`src/rtl/cpd_pkg.sv`:
```
// Shared types and constants for the tape pulse decoder.
// Item structs, configuration struct, mode/kind/register codes. No dependencies.
`default_nettype none
package cpd_pkg;

    typedef struct packed {
        logic        cmd;
        logic        level;
        logic [63:0] timestamp;
    } in_item_t;

    typedef struct packed {
        logic [1:0] kind;
        logic [7:0] data;
        logic       last;
        logic       idle;
    } out_item_t;

    typedef struct packed {
        logic [23:0] sync_gap_min;
        logic [23:0] sync_gap_max;
        logic [23:0] bit_gap;
        logic [7:0]  zero_pulses;
        logic [7:0]  one_pulses;
    } cfg_t;

    // one or two result items produced by a single input item
    typedef struct packed {
        logic      two;
        out_item_t first;
        out_item_t second;
    } step_res_t;

    localparam int unsigned CFG_IDX_W  = 3;
    localparam int unsigned CFG_DATA_W = 24;

    localparam logic [CFG_IDX_W-1:0] REG_SYNC_GAP_MIN = 3'd0;
    localparam logic [CFG_IDX_W-1:0] REG_SYNC_GAP_MAX = 3'd1;
    localparam logic [CFG_IDX_W-1:0] REG_BIT_GAP      = 3'd2;
    localparam logic [CFG_IDX_W-1:0] REG_ZERO_PULSES  = 3'd3;
    localparam logic [CFG_IDX_W-1:0] REG_ONE_PULSES   = 3'd4;

    localparam logic [1:0] MODE_IDLE = 2'd0;
    localparam logic [1:0] MODE_SYNC = 2'd1;
    localparam logic [1:0] MODE_DATA = 2'd2;
    localparam logic [1:0] MODE_END  = 2'd3;

    localparam logic [1:0] KIND_STATUS = 2'd0;
    localparam logic [1:0] KIND_BYTE   = 2'd1;
    localparam logic [1:0] KIND_EOF    = 2'd2;

    localparam logic [7:0] FIRST_BIT   = 8'h80;
    localparam logic [7:0] PULSE_MAX   = 8'hFF;

endpackage
`default_nettype wire

```
`src/rtl/cpd_cfg.sv`:
```
// Configuration register file for the tape pulse decoder.
// Depends on cpd_pkg.
`default_nettype none
module cpd_cfg (
    input  wire logic                            aclk,
    input  wire logic                            aresetn,
    input  wire logic                            cfg_we,
    input  wire logic [cpd_pkg::CFG_IDX_W-1:0]   cfg_index,
    input  wire logic [cpd_pkg::CFG_DATA_W-1:0]  cfg_wdata,
    output cpd_pkg::cfg_t                        cfg
);

    cpd_pkg::cfg_t cfg_reg;

    always_ff @(posedge aclk) begin
        if (!aresetn) begin
            cfg_reg.sync_gap_min <= 24'd1000;
            cfg_reg.sync_gap_max <= 24'd100000;
            cfg_reg.bit_gap      <= 24'd3000;
            cfg_reg.zero_pulses  <= 8'd4;
            cfg_reg.one_pulses   <= 8'd9;
        end else if (cfg_we) begin
            unique case (cfg_index)
                cpd_pkg::REG_SYNC_GAP_MIN: cfg_reg.sync_gap_min <= cfg_wdata;
                cpd_pkg::REG_SYNC_GAP_MAX: cfg_reg.sync_gap_max <= cfg_wdata;
                cpd_pkg::REG_BIT_GAP:      cfg_reg.bit_gap      <= cfg_wdata;
                cpd_pkg::REG_ZERO_PULSES:  cfg_reg.zero_pulses  <= cfg_wdata[7:0];
                cpd_pkg::REG_ONE_PULSES:   cfg_reg.one_pulses   <= cfg_wdata[7:0];
                default: ;
            endcase
        end
    end

    assign cfg = cfg_reg;

endmodule
`default_nettype wire

```
`src/rtl/cpd_decode.sv`:
```
// Decoder state and per-item step logic: gap measurement, mode machine,
// pulse counting and bit assembly. Depends on cpd_pkg.
`default_nettype none
module cpd_decode (
    input  wire logic              aclk,
    input  wire logic              aresetn,
    input  wire logic              step,
    input  wire cpd_pkg::in_item_t item,
    input  wire cpd_pkg::cfg_t     cfg,
    output cpd_pkg::step_res_t     res
);

    logic [1:0]  mode_reg, mode_next;
    logic [63:0] last_time_reg, last_time_next;
    logic [7:0]  bit_mask_reg, bit_mask_next;
    logic [7:0]  pulse_count_reg, pulse_count_next;
    logic [7:0]  shift_byte_reg, shift_byte_next;
    logic        last_level_reg, last_level_next;

    logic [63:0] gap;
    logic        gap_hi;
    logic        gt_min, lt_min, lt_max, lt_bit;
    logic        is_zero, is_one;
    logic [7:0]  merged;
    logic [7:0]  mask_shr;
    logic        emit_byte, emit_eof;
    logic [7:0]  byte_val;
    logic        idle_after;

    assign gap     = item.timestamp - last_time_reg;
    assign gap_hi  = |gap[63:24];
    assign gt_min  = gap_hi || (gap[23:0] > cfg.sync_gap_min);
    assign lt_min  = !gap_hi && (gap[23:0] < cfg.sync_gap_min);
    assign lt_max  = !gap_hi && (gap[23:0] < cfg.sync_gap_max);
    assign lt_bit  = !gap_hi && (gap[23:0] < cfg.bit_gap);
    assign is_zero = (pulse_count_reg == cfg.zero_pulses);
    assign is_one  = (pulse_count_reg == cfg.one_pulses);
    assign merged  = is_zero ? shift_byte_reg : (shift_byte_reg | bit_mask_reg);
    assign mask_shr = bit_mask_reg >> 1;

    always_comb begin
        mode_next        = mode_reg;
        last_time_next   = last_time_reg;
        bit_mask_next    = bit_mask_reg;
        pulse_count_next = pulse_count_reg;
        shift_byte_next  = shift_byte_reg;
        last_level_next  = last_level_reg;
        emit_byte        = 1'b0;
        emit_eof         = 1'b0;
        byte_val         = 8'h00;

        if (item.cmd) begin
            mode_next = cpd_pkg::MODE_IDLE;
        end else begin
            last_time_next = item.timestamp;
            unique case (mode_reg)
                cpd_pkg::MODE_IDLE: begin
                    if (!item.level && gt_min && lt_max) begin
                        mode_next = cpd_pkg::MODE_SYNC;
                    end
                end
                cpd_pkg::MODE_SYNC: begin
                    if (lt_min) begin
                        mode_next = cpd_pkg::MODE_END;
                    end else if (item.level) begin
                        bit_mask_next    = cpd_pkg::FIRST_BIT;
                        pulse_count_next = 8'd0;
                        shift_byte_next  = 8'd0;
                        last_level_next  = 1'b1;
                        mode_next        = cpd_pkg::MODE_DATA;
                    end
                end
                cpd_pkg::MODE_DATA: begin
                    if (item.level == last_level_reg) begin
                        // repeated level: flush a byte missing only its last bit
                        if (bit_mask_reg == 8'd1) begin
                            byte_val        = shift_byte_reg | {7'd0, !is_zero};
                            shift_byte_next = byte_val;
                            emit_byte       = 1'b1;
                        end
                        emit_eof  = 1'b1;
                        mode_next = cpd_pkg::MODE_END;
                    end else begin
                        last_level_next = item.level;
                        if (lt_bit) begin
                            if (!item.level && pulse_count_reg != cpd_pkg::PULSE_MAX) begin
                                pulse_count_next = pulse_count_reg + 8'd1;
                            end
                        end else if (!is_zero && !is_one) begin
                            emit_eof  = 1'b1;
                            mode_next = cpd_pkg::MODE_END;
                        end else begin
                            pulse_count_next = 8'd0;
                            if (mask_shr == 8'd0) begin
                                emit_byte       = 1'b1;
                                byte_val        = merged;
                                bit_mask_next   = cpd_pkg::FIRST_BIT;
                                shift_byte_next = 8'd0;
                            end else begin
                                bit_mask_next   = mask_shr;
                                shift_byte_next = merged;
                            end
                        end
                    end
                end
                default: ;
            endcase
        end
    end

    assign idle_after = (mode_next == cpd_pkg::MODE_IDLE) || (mode_next == cpd_pkg::MODE_END);

    always_comb begin
        res.two         = emit_byte && emit_eof;
        res.first.idle  = idle_after;
        res.second.idle = idle_after;
        res.second.kind = cpd_pkg::KIND_EOF;
        res.second.data = 8'h00;
        res.second.last = 1'b1;
        if (emit_byte) begin
            res.first.kind = cpd_pkg::KIND_BYTE;
            res.first.data = byte_val;
            res.first.last = !emit_eof;
        end else if (emit_eof) begin
            res.first.kind = cpd_pkg::KIND_EOF;
            res.first.data = 8'h00;
            res.first.last = 1'b1;
        end else begin
            res.first.kind = cpd_pkg::KIND_STATUS;
            res.first.data = 8'h00;
            res.first.last = 1'b1;
        end
    end

    always_ff @(posedge aclk) begin
        if (!aresetn) begin
            mode_reg        <= cpd_pkg::MODE_IDLE;
            last_time_reg   <= 64'd0;
            bit_mask_reg    <= 8'd0;
            pulse_count_reg <= 8'd0;
            shift_byte_reg  <= 8'd0;
            last_level_reg  <= 1'b0;
        end else if (step) begin
            mode_reg        <= mode_next;
            last_time_reg   <= last_time_next;
            bit_mask_reg    <= bit_mask_next;
            pulse_count_reg <= pulse_count_next;
            shift_byte_reg  <= shift_byte_next;
            last_level_reg  <= last_level_next;
        end
    end

endmodule
`default_nettype wire

```
`src/rtl/cpd_outbuf.sv`:
```
// Result buffer: holds the one or two result items of a step and
// presents them in order on the result channel. Depends on cpd_pkg.
`default_nettype none
module cpd_outbuf (
    input  wire logic               aclk,
    input  wire logic               aresetn,
    input  wire logic               load,
    input  wire cpd_pkg::step_res_t res,
    output logic                    can_load,
    output logic                    m_valid,
    input  wire logic               m_ready,
    output cpd_pkg::out_item_t      m_item
);

    logic [1:0]         cnt_reg;
    cpd_pkg::out_item_t head_reg;
    cpd_pkg::out_item_t tail_reg;

    assign m_valid  = (cnt_reg != 2'd0);
    assign m_item   = head_reg;
    assign can_load = (cnt_reg == 2'd0) || ((cnt_reg == 2'd1) && m_ready);

    always_ff @(posedge aclk) begin
        if (!aresetn) begin
            cnt_reg <= 2'd0;
        end else if (load) begin
            cnt_reg <= res.two ? 2'd2 : 2'd1;
        end else if (m_valid && m_ready) begin
            cnt_reg <= cnt_reg - 2'd1;
        end
    end

    always_ff @(posedge aclk) begin
        if (load) begin
            head_reg <= res.first;
            tail_reg <= res.second;
        end else if (m_valid && m_ready) begin
            head_reg <= tail_reg;
        end
    end

    a_cnt_range: assert property (@(posedge aclk) disable iff (!aresetn)
        cnt_reg != 2'd3) else $error("result count out of range");

    a_load_gated: assert property (@(posedge aclk) disable iff (!aresetn)
        load |-> can_load) else $error("step loaded while buffer busy");

    // a result that is not the last of its item always has its partner queued
    a_pair_order: assert property (@(posedge aclk) disable iff (!aresetn)
        (m_valid && !m_item.last) |-> (cnt_reg == 2'd2))
        else $error("non-final result without a follower");

    a_pair_tail: assert property (@(posedge aclk) disable iff (!aresetn)
        (load && res.two) |=> (!head_reg.last && tail_reg.last))
        else $error("two-result step loaded with wrong last flags");

endmodule
`default_nettype wire

```
`src/rtl/cassette_pulse_decoder.sv`:
```
// Tape pulse decoder top level: input register, decoder step, result buffer.
// An accepted input item is held in the input register, then its results go to the result buffer that drives m_.
// Throughput: one input item per cycle for single-result items while m_ready is high; an item that
// yields a byte and end of file holds the result buffer until both results are taken.
// Reset (aresetn low, synchronous): registers to defaults, mode idle, buffers empty.
// Depends on cpd_pkg, cpd_cfg, cpd_decode, cpd_outbuf.
`default_nettype none
module cassette_pulse_decoder (
    input  wire logic                           aclk,
    input  wire logic                           aresetn,
    input  wire logic                           cfg_we,
    input  wire logic [cpd_pkg::CFG_IDX_W-1:0]  cfg_index,
    input  wire logic [cpd_pkg::CFG_DATA_W-1:0] cfg_wdata,
    input  wire logic                           s_valid,
    output logic                                s_ready,
    input  wire cpd_pkg::in_item_t              s_item,
    output logic                                m_valid,
    input  wire logic                           m_ready,
    output cpd_pkg::out_item_t                  m_item
);

    cpd_pkg::cfg_t      cfg;
    cpd_pkg::in_item_t  in_reg;
    logic               in_valid_reg;
    cpd_pkg::step_res_t res;
    logic               can_load;
    logic               step;

    assign step    = in_valid_reg && can_load;
    assign s_ready = !in_valid_reg || can_load;

    always_ff @(posedge aclk) begin
        if (!aresetn) begin
            in_valid_reg <= 1'b0;
        end else if (s_ready) begin
            in_valid_reg <= s_valid;
        end
    end

    always_ff @(posedge aclk) begin
        if (s_valid && s_ready) begin
            in_reg <= s_item;
        end
    end

    cpd_cfg u_cfg (
        .aclk      (aclk),
        .aresetn   (aresetn),
        .cfg_we    (cfg_we),
        .cfg_index (cfg_index),
        .cfg_wdata (cfg_wdata),
        .cfg       (cfg)
    );

    cpd_decode u_decode (
        .aclk    (aclk),
        .aresetn (aresetn),
        .step    (step),
        .item    (in_reg),
        .cfg     (cfg),
        .res     (res)
    );

    cpd_outbuf u_outbuf (
        .aclk     (aclk),
        .aresetn  (aresetn),
        .load     (step),
        .res      (res),
        .can_load (can_load),
        .m_valid  (m_valid),
        .m_ready  (m_ready),
        .m_item   (m_item)
    );

endmodule
`default_nettype wire

```
`config.mk`:
```
export PLATFORM = sky130hd
export DESIGN_NAME = cassette_pulse_decoder
export DESIGN_NICKNAME = d
export VERILOG_FILES = /design/src/rtl/cpd_pkg.sv /design/src/rtl/cpd_cfg.sv /design/src/rtl/cpd_decode.sv /design/src/rtl/cpd_outbuf.sv /design/src/rtl/cassette_pulse_decoder.sv
export SDC_FILE = /design/constraint.sdc
export NUM_CORES = 1
export LEC_CHECK = 0
export BUFFER_PORTS_ARGS = -buffer_cell sky130_fd_sc_hd__buf_2
export CORE_AREA = 3 3 197 199
export CTS_BUF_LIST = sky130_fd_sc_hd__clkbuf_2
export DETAILED_ROUTE_END_ITERATION = 16
export DIE_AREA = 0 0 200 202
export GPL_TIMING_DRIVEN = 0
export PLACE_DENSITY = 0.74
export SLEW_MARGIN = 40
export SYNTH_ARGS = -nofsm -noshare
export SYNTH_HDL_FRONTEND = slang
export SYNTH_SLANG_ARGS = --single-unit
export TNS_END_PERCENT = 10
```
`constraint.sdc`:
```
create_clock -name aclk -period 5.4 [get_ports aclk]
set_input_delay 1.08 -clock aclk [delete_from_list [all_inputs] [get_ports aclk]]
set_output_delay 1.08 -clock aclk [all_outputs]
set_load 0.01 [all_outputs]
```
==> impl.org <==
** Outcome
- The run finished with clean final reports.

** Timing
- Setup violations remaining at the end of the flow were counted as 0.
- Headroom to the max-slew limit :: 0.4289
- The number of hold-slack violations in the final timing report was 0.
- In the final timing run, aggregate negative setup slack is 0 ns.
- Final-report max-slew violation count :: 0
- Setup slack on the critical path of the routed design comes to 0.1821 ns.
- Actual transition at the worst max-transition pin :: 0.8500 ns
- The smallest clock period supported by the final layout is computed as around 5.2 ns.
- Max Clock Freq :: 0.1916 GHz
- Clock skew on the completed layout was measured at ~0.09 ns.
- In the finished design, the share of the clock period the worst path needs comes to 0.9663.

** Route
- The first routing iteration left approximately 1100 violations.
- Remaining antenna violation count after routing :: 0
- Number of optimization iterations in the first detailed-route pass :: 7
- Using the TritonRoute via totals, the vias-per-cell ratio works out to between 5 and 6.
- Dividing the detail-routed wire length by the instance count gives 18.04 um.
- For this block, the routed nets add up to about 51000 um of wire.
- Number of remaining DRC errors :: 0
- The routed layout has approximately 16000 vias.

** Finish
- The area growth from synthesis to layout is 12.76%.
- Share of cells above drive strength 1 :: 0.1484
- After the flow finishes, the layout carries non-filler instances totaling between 2000 and 3000.
- Final Cell Area :: roughly 19000 um^2
- In the layout the commonest cells are sky130_fd_sc_hd__nand2_1 (399), sky130_fd_sc_hd__a21oi_1 (258), sky130_fd_sc_hd__dfxtp_1 (181).
- The final layout contains around 2500 nets.
- Largest register FFs :: between 80 and 90
- Leaving out fill and tap cells, the most frequent cell in the layout is sky130_fd_sc_hd__nand2_1.

** Placement
- Pre-CTS setup slack :: -0.3868 ns
- Once placement finished, the instance area stood at approximately 18000 um^2.
- Input and output buffers added on the ports amount to approximately 110.
- Final RePlAce weighted congestion :: roughly 1.0
- In this run, placement finished with an instance count of 2707.
- Half-perimeter wire length of the detailed placement result :: 40350 um

** Power
- The worst-case IR drop observed on VDD is 186.9 uV.
- Summing internal, switching and leakage power gives between 0.005 and 0.006 W.
- Leakage dissipation :: 7.154 nW
- Power spread over the standard cell area amounts to 284.4 nW/um^2.

** Die
- Die width :: 200 um
- Core region area :: ~37000 um^2
- Measured along the y axis, the die boundary spans 202 um.
- For this configuration, the core starts out at a cell density of 0.4451.
- During I/O placement, the number of pins put on the boundary was between 100 and 150.
- In this run the core area contains a little over 70 standard-cell rows.
- Die area :: approximately 40000 um^2

** Logic synthesis
- For this run, the leading register cell type out of synthesis is sky130_fd_sc_hd__dfxtp_1.
- Async set-or-reset flop fraction in the synthesized netlist :: 0
- By area the synthesized netlist is led by sky130_fd_sc_hd__dfxtp_1 (22%), sky130_fd_sc_hd__edfxtp_1 (14%), sky130_fd_sc_hd__ha_1 (10%).
- Cell area after technology mapping :: between 15000 and 20000 um^2
- In the synthesized netlist, the number of instances is 2084.
- Post-synthesis cell type count :: 89
- Largest area contributor in the synthesized netlist :: sky130_fd_sc_hd__dfxtp_1
- The Yosys step of the flow raised 0 warnings.
- The synthesized design contains between 200 and 300 register bits.
- Each instance of the synthesized netlist takes up on average about 8 um^2.
- Number of flops mapped to enable cells by yosys :: 79
- Of the post-synthesis cell area, the dominant cell type holds 0.2189.
- Of the synthesized area, sequential elements account for 0.3614.
- Synthesized Nets :: around 2300

** GRT
- Combined global-route utilization of all metal layers :: 0.2488
- Overflow after GRT :: 0
- Number of antenna violations at the first check in global routing :: 3
- The via count of the first global-routing pass came to approximately 15000.
- The first global-routing pass estimated ~80000 um of wire.
- Entering global routing, the biggest net connects 44 pins.

** Clocking
- Clock latency on the worst-skew pair, taken at its later pin, is around 0.95 ns.
- Sinks on the clock net :: about 260
- After clock tree synthesis, the flow added hold-fix buffers numbering 0.
- Largest buffer count on any clock path :: 3
- Number of CTS-inserted buffers :: 71
- H-tree levels :: 3
- CTS placed an instance of sky130_fd_sc_hd__clkbuf_2 at the clock tree root.
- Clock-pin slew on the worst setup and hold paths :: roughly 0.10 ns
- TritonCTS built the clock tree.

** Hold path
- Min-delay src :: s_item[2]
- The tightest min-delay check is of the input pin to register type.

** Critical path
- The worst register-to-register path begins at in_reg[1].
- STA classifies the critical path startpoint as a register.
- The worst setup path is captured at a register.
- Data on the critical path is required at its endpoint by approximately 6.2 ns.
- Launch point of the worst path :: in_reg[1]
- Startpoint-to-endpoint class of the critical path :: register to register
- Critical Path Fanout Max :: 9
- For the worst setup path, the data arrival time is between 5 and 6 ns.

** Flow run
- Number of max-cap violations :: 0
critical path, stage by stage, from the launching register on:
cell and delay, ns:
sky130_fd_sc_hd__edfxtp_1 0.43, sky130_fd_sc_hd__ha_1 0.30, sky130_fd_sc_hd__nor2b_1 0.15, sky130_fd_sc_hd__o2111ai_2 0.29, sky130_fd_sc_hd__nand2_1 0.11, sky130_fd_sc_hd__and2_1 0.18, sky130_fd_sc_hd__o21ai_1 0.12, sky130_fd_sc_hd__nand2b_1 0.09
sky130_fd_sc_hd__a21o_1 0.19, sky130_fd_sc_hd__a21oi_2 0.16, sky130_fd_sc_hd__xnor2_2 0.16, sky130_fd_sc_hd__ha_1 0.34, sky130_fd_sc_hd__a21o_1 0.11, sky130_fd_sc_hd__a21oi_1 0.06, sky130_fd_sc_hd__nor2b_1 0.10, sky130_fd_sc_hd__o21ai_0 0.08
sky130_fd_sc_hd__nand2_1 0.06, sky130_fd_sc_hd__o2111ai_1 0.14, sky130_fd_sc_hd__a31oi_1 0.21, sky130_fd_sc_hd__o221ai_1 0.17, sky130_fd_sc_hd__a211o_1 0.38, sky130_fd_sc_hd__and4_1 0.19, sky130_fd_sc_hd__buf_6 0.14, sky130_fd_sc_hd__a211oi_4 0.41
sky130_fd_sc_hd__buf_4 0.23, sky130_fd_sc_hd__mux2i_1 0.19, sky130_fd_sc_hd__nor2_1 0.05
synth_stat cells, drive strengths merged, types with 5 or more instances:
library cell,n
and2,22
o22ai,10
a221oi,8
xnor2,21
nor2b,17
a211o,5
a31oi,22
nand3,38
clkbuf,64
or4,6
ha,136
o21bai,7
o2111ai,6
and3,17
xor2,30
nand4,56
a21o,27
a2111oi,6
a22oi,8
edfxtp,79
o21ai,78
mux2i,16
nor4,14
a21oi,274
nand2,400
a2111o,5
or2,8
dfxtp,182
o31ai,10
nand2b,11
o211ai,38
nor3,32
a21boi,10
or3,10
nor2,118
inv,169
a211oi,15
buf,39
a221o,5
o21a,14
through the flow:
stage / hold slack (ns) / util
detailed placement: 0.4463 / 0.4779
CTS: 0.2016 / 0.4968
finish: 0.3028 / 0.5018
floorplan: 0.4336 / -
global placement: 0.4416 / 0.4770
global route: 0.2367 / 0.5018
area by class of cell:
class / instances / area [um^2]
repair buffers: 122 / 650.6
well taps: 511 / 639.4
diodes: 2 / 5.005
inverters: 169 / 634.4
clock buffers: 106 / 530.5
plain buffers: 103 / 467.9
clock inverters: 20 / 112.6
fillers: 3701 / 18630
multi-input cells: 1551 / 9711
flip-flops and latches: 261 / 6017
power by group:
part	total [W]	internal [W]	switching (W)
clock network	0.00141	0.000572	0.000838
logic	0.00174	0.000614	0.00112
registers	0.00219	0.00213	0.0000551
total	0.00534	0.00332	0.00202
worst paths after layout:
path,endpoint,cells past startpoint,slack (ns)
worst max register to register,u_decode.bit_mask_reg[5],26,0.18
worst min-delay path,in_reg[2],1,0.30
worst min register to register,u_decode.last_time_reg[40],2,0.46
worst max-delay path,u_decode.bit_mask_reg[5],26,0.18
per-layer routing:
metal  track usage  routed length [um]  vias up
met3       0.05468                4044      142
met1        0.3211               21770     7381
li1              -                   -     7818
met4        0.1019                1963        2
met5             0                   6        -
met2        0.4031               23560      553
cells by family after synthesis:
family | count (synthesis) | share of synthesized area
buf+inv | 272 | 0.06600
compound gates | 583 | 0.2239
simple gates | 763 | 0.2081
mux | 17 | 0.01030
fa+ha+maj | 137 | 0.1034
flops | 261 | 0.3614
xor+xnor | 51 | 0.02684
repair_timing:
action	CTS	global route
setup buffers	2	7
gates cloned	0	1
endpoints found under the hold margin	0	0
gates resized for setup	8	25
endpoints found under the setup margin	18	19
pin swaps	2	11
Note: power is estimated with default switching activity, not from simulation.
